File: config.mk
export PLATFORM = sky130hd
export DESIGN_NAME = sha1_round
export DESIGN_NICKNAME = d
export VERILOG_FILES = /design/src/hw/rtl/sha1_pkg.sv /design/src/hw/rtl/sha1_round.sv
export SDC_FILE = /design/constraint.sdc
export NUM_CORES = 1
export LEC_CHECK = 0
export ABC_AREA = 1
export BUFFER_PORTS_ARGS = -buffer_cell sky130_fd_sc_hd__buf_2
export CAP_MARGIN = 25
export CORE_AREA = 3 3 137 139
export DETAILED_ROUTE_END_ITERATION = 8
export DIE_AREA = 0 0 140 142
export PLACE_DENSITY = 0.72
export SYNTH_ARGS = -nofsm -noshare
export SYNTH_HDL_FRONTEND = slang
export SYNTH_SLANG_ARGS = --single-unit
File: constraint.sdc
create_clock -name vclk -period 7.7
set_clock_uncertainty 0.2 [all_clocks]
set_input_delay 1.925 -clock vclk [all_inputs]
set_output_delay 1.925 -clock vclk [all_outputs]
set_load 0.005 [all_outputs]
File: src/hw/rtl/sha1_pkg.sv
`timescale 1ns / 1ps
// ----------------------------------------------------------------------------
// sha1_pkg
// Shared types, constants and sequencer states of the SHA-1 hash engine.
// ----------------------------------------------------------------------------
package sha1_pkg;

    localparam int WORD_W  = 32;
    localparam int BLOCK_W = 512;
    localparam int COUNT_W = 61;
    localparam int ROUND_W = 7;
    localparam int POS_W   = 6;
    localparam int LEN_W   = 64;
    localparam int BYTE_W  = 8;

    typedef logic [WORD_W-1:0] word_t;
    typedef word_t [4:0]       hash_t;

    localparam hash_t INIT_HASH = {32'hC3D2E1F0, 32'h10325476, 32'h98BADCFE,
                                   32'hEFCDAB89, 32'h67452301};

    localparam word_t K_ROUND0 = 32'h5A827999;
    localparam word_t K_ROUND1 = 32'h6ED9EBA1;
    localparam word_t K_ROUND2 = 32'h8F1BBCDC;
    localparam word_t K_ROUND3 = 32'hCA62C1D6;

    localparam logic [ROUND_W-1:0] ROUND_GRP1 = 7'd20;
    localparam logic [ROUND_W-1:0] ROUND_GRP2 = 7'd40;
    localparam logic [ROUND_W-1:0] ROUND_GRP3 = 7'd60;
    localparam logic [ROUND_W-1:0] LAST_ROUND = 7'd79;

    localparam logic [POS_W-1:0]  LAST_POS = 6'd63;
    localparam logic [POS_W-1:0]  LEN_POS  = 6'd56;
    localparam logic [BYTE_W-1:0] PAD_BYTE = 8'h80;

    typedef enum logic [2:0] {
        ST_IDLE,
        ST_ROUND,
        ST_ADD,
        ST_PAD,
        ST_LEN,
        ST_DONE
    } state_t;

    typedef struct packed {
        logic              shift_byte;
        logic [BYTE_W-1:0] byte_val;
        logic              advance;
    } sched_ctrl_t;

endpackage

File: src/hw/rtl/sha1_round.sv
`timescale 1ns / 1ps
// ----------------------------------------------------------------------------
// sha1_round
// One SHA-1 round: selects f and K by round group, updates a..e.
// ----------------------------------------------------------------------------
module sha1_round import sha1_pkg::*;
(
    input  hash_t               vars,
    input  word_t               w,
    input  logic [ROUND_W-1:0]  round,
    output hash_t               vars_next
);

    word_t a, b, c, d, e;
    word_t f, k, t;

    assign a = vars[0];
    assign b = vars[1];
    assign c = vars[2];
    assign d = vars[3];
    assign e = vars[4];

    always_comb
    begin
        if (round < ROUND_GRP1)
        begin
            f = (b & c) | (~b & d);
            k = K_ROUND0;
        end
        else if (round < ROUND_GRP2)
        begin
            f = b ^ c ^ d;
            k = K_ROUND1;
        end
        else if (round < ROUND_GRP3)
        begin
            f = (b & c) | (b & d) | (c & d);
            k = K_ROUND2;
        end
        else
        begin
            f = b ^ c ^ d;
            k = K_ROUND3;
        end
        t = {a[26:0], a[31:27]} + f + e + k + w;
    end

    assign vars_next[0] = t;
    assign vars_next[1] = a;
    assign vars_next[2] = {b[1:0], b[31:2]};
    assign vars_next[3] = c;
    assign vars_next[4] = d;

endmodule

==> qor.csv <==
metric,value,unit
status,"finished, final reports clean",
io_buffers,357,
vias,7036,
syn2layout_area_growth,24.3,%
yosysTopAreaCellShare,33.6,%
design.seq.count,0,
synth.distinct_cells,38,
cp_max_fo,14,
powerDensity,332,mW/mm2
final_common_cell,buf_2,
worstSetupEndpoint,vars_next[25],
crit_arrival,5.40,ns
utilization,50.0,%
synth_warnings,0,
drc_errors,0,
ant_nets,0,
syn_area,0.00716,mm2
routabilityCongestion,0.947,
dieArea,0.0199,mm2
viasPerCell,4.65,
critPathLaunch,round[6],
multi_input_area,0.00551,mm2
finalSetupTns,0,ns
hold_violations,0,
dp.final_hpwl,18600,um
p_sw,0.00174,W
nClkBuffers,0,
combPwrFrac,100.0,%
internal_power,0.00121,W
slew-limit-headroom,70.0,%
fillers,1801,
routedWlPerCell,13.7,um
cap_violations,0,
seqPwrFrac,0,%
seqCellArea,0,um2
setup_violations,0,
first_iter_violations,183,
antenna_found_initial,0,
synth.net_count,1383,
layout_min_cycle_time,7.53,ns
num_antenna_cells,0,
finalCritPeriodShare,97.8,%
syn-instance-count,1027,
syn_area_per_cell,6.97,um2
nets,1642,
max_slew.worst_pin.slew,0.450,ns
vdd_ir_drop_max,0.149,mV
grt-ovfl-total,0,
die_h,142,um
seq_area_frac_synth,0,%
synth_top_area_cell,fa_1,
final_cell_mix,"buf_2, inv_1, nand2_1, fa_1, nor2_1",
design.core.area,0.0178,mm2
p_leak,5.21,nW
end_kind,primary output,
routed_wl,20700,um
crit_path_start_kind,input port,
drive_above_1_share,37.7,%
sw_frac_of_total,59.0,%
hold_class,input port to primary output,
die_w,140,um
fmaxAchievable,0.133,GHz
grt_pass1_vias,6875,
path_class,input port to primary output,
power_frac_clock,0,%
worstPathRequired,5.58,ns
first_pass_iters,5,
gr-usage-all-layers,19.5,%
slew_viol_final,0,
grt_first_pass_wirelength,32400,um
rows,49,
start_util,40.3,%
grt_max_degree,20,
ios,359,
ys_top_cells_by_area,"fa_1, buf_4, inv_1",
[per-layer routing]
metal / global-route usage [%] / vias to the layer above / share of wire [%]
met5: 0 / - / 0
met3: 2.15 / 20 / 6.9
met1: 24.0 / 3263 / 39
met4: 2.04 / 0 / 1.3
li1: - / 3480 / -
met2: 37.9 / 273 / 53
[worst max-delay path: stages]
cell     delay, ns
buf_2         0.11
inv_2         0.10
nand2_4       0.08
nor2_4        0.12
inv_4         0.07
nand2_4       0.07
inv_4         0.05
buf_12        0.14
nand2_1       0.06
nand3_1       0.11
fa_1          0.56
inv_1         0.05
fa_1          0.48
inv_1         0.04
ha_2          0.37
nand2_2       0.12
nor2_1        0.12
nor2_1        0.07
buf_4         0.13
o21ai_1       0.16
nand3_1       0.12
nand3_1       0.09
nand2_1       0.05
nand2_1       0.05
buf_2         0.13
[kinds of logic (layout without fill, tap and decap cells)]
logic type | after synthesis | after routing | synth area share, %
xor+xnor | 18 | 18 | 2.20
simple gates | 349 | 349 | 21.0
buf+inv | 399 | 656 | 27.9
compound gates | 104 | 104 | 8.86
fa+ha+maj | 157 | 157 | 40.0
[how the worst min path moves through the flow]
stage,startpoint,endpoint,slack (ns),cells past startpoint
floorplan,vars[68],vars_next[100],3.73,1
global placement,vars[9],vars_next[41],3.83,2
detailed placement,vars[22],vars_next[54],3.83,2
CTS,vars[22],vars_next[54],3.83,2
global route,vars[97],vars_next[129],3.83,2
finish,vars[65],vars_next[97],3.83,2
[what timing repair did]
action,in CTS,in global routing
setup buffers,0,1
setup endpoints to repair,0,21
resized for setup,0,83
hold endpoints to repair,0,0
hold buffers,0,0
[layout make-up]
type	count	area share [%]
inverters	264	11.2
well taps	229	3.22
multi-input cells	628	61.9
repair buffers	392	23.7
[cell usage after synthesis (2+ instances only)]
| cell | n |
|---|---|
| nor2_1 | 50 |
| nor3_1 | 5 |
| inv_1 | 257 |
| o21bai_1 | 2 |
| xnor2_1 | 3 |
| nor2_2 | 5 |
| ha_1 | 37 |
| nand2_1 | 212 |
| o221ai_1 | 4 |
| o22ai_1 | 8 |
| o21ai_0 | 13 |
| fa_1 | 120 |
| buf_2 | 5 |
| o21ai_1 | 4 |
| nor4_1 | 2 |
| nand3b_1 | 2 |
| a21oi_1 | 44 |
| nand2_4 | 3 |
| nand4_1 | 7 |
| buf_4 | 130 |
| o21a_1 | 2 |
| nor2_4 | 3 |
| o211ai_1 | 18 |
| nand3_1 | 45 |
| and2_1 | 2 |
| inv_2 | 6 |
| a221oi_1 | 5 |
| xor2_1 | 15 |
| nand2_2 | 9 |
[through the flow]
| stage | hold slack, ns | instances | total power (W) | setup slack [ns] | cell area, um2 |
|---|---|---|---|---|---|
| 6_report | 3.83 | 1513 | 0.00295 | 0.171 | 8900 |
| 4_1_cts | 3.83 | 1512 | 0.00273 | 0.0406 | 8520 |
| 2_1_floorplan | 3.73 | 1027 | 0.00168 | 0.589 | 7160 |
| 3_3_place_gp | 3.83 | 1512 | 0.00269 | 0.0666 | 8520 |
| 3_5_place_dp | 3.83 | 1512 | 0.00271 | 0.0535 | 8520 |
| 5_1_grt | 3.83 | 1513 | 0.00334 | -0.0347 | 8900 |
[power by group through the flow]
stage          sequential, W  combinational [W]  clock [W]
2_1_floorplan              0            0.00168          0
3_3_place_gp               0            0.00269          0
3_5_place_dp               0            0.00271          0
4_1_cts                    0            0.00273          0
5_1_grt                    0            0.00334          0
6_report                   0            0.00295          0
Note: power is estimated with default switching activity, not from simulation.
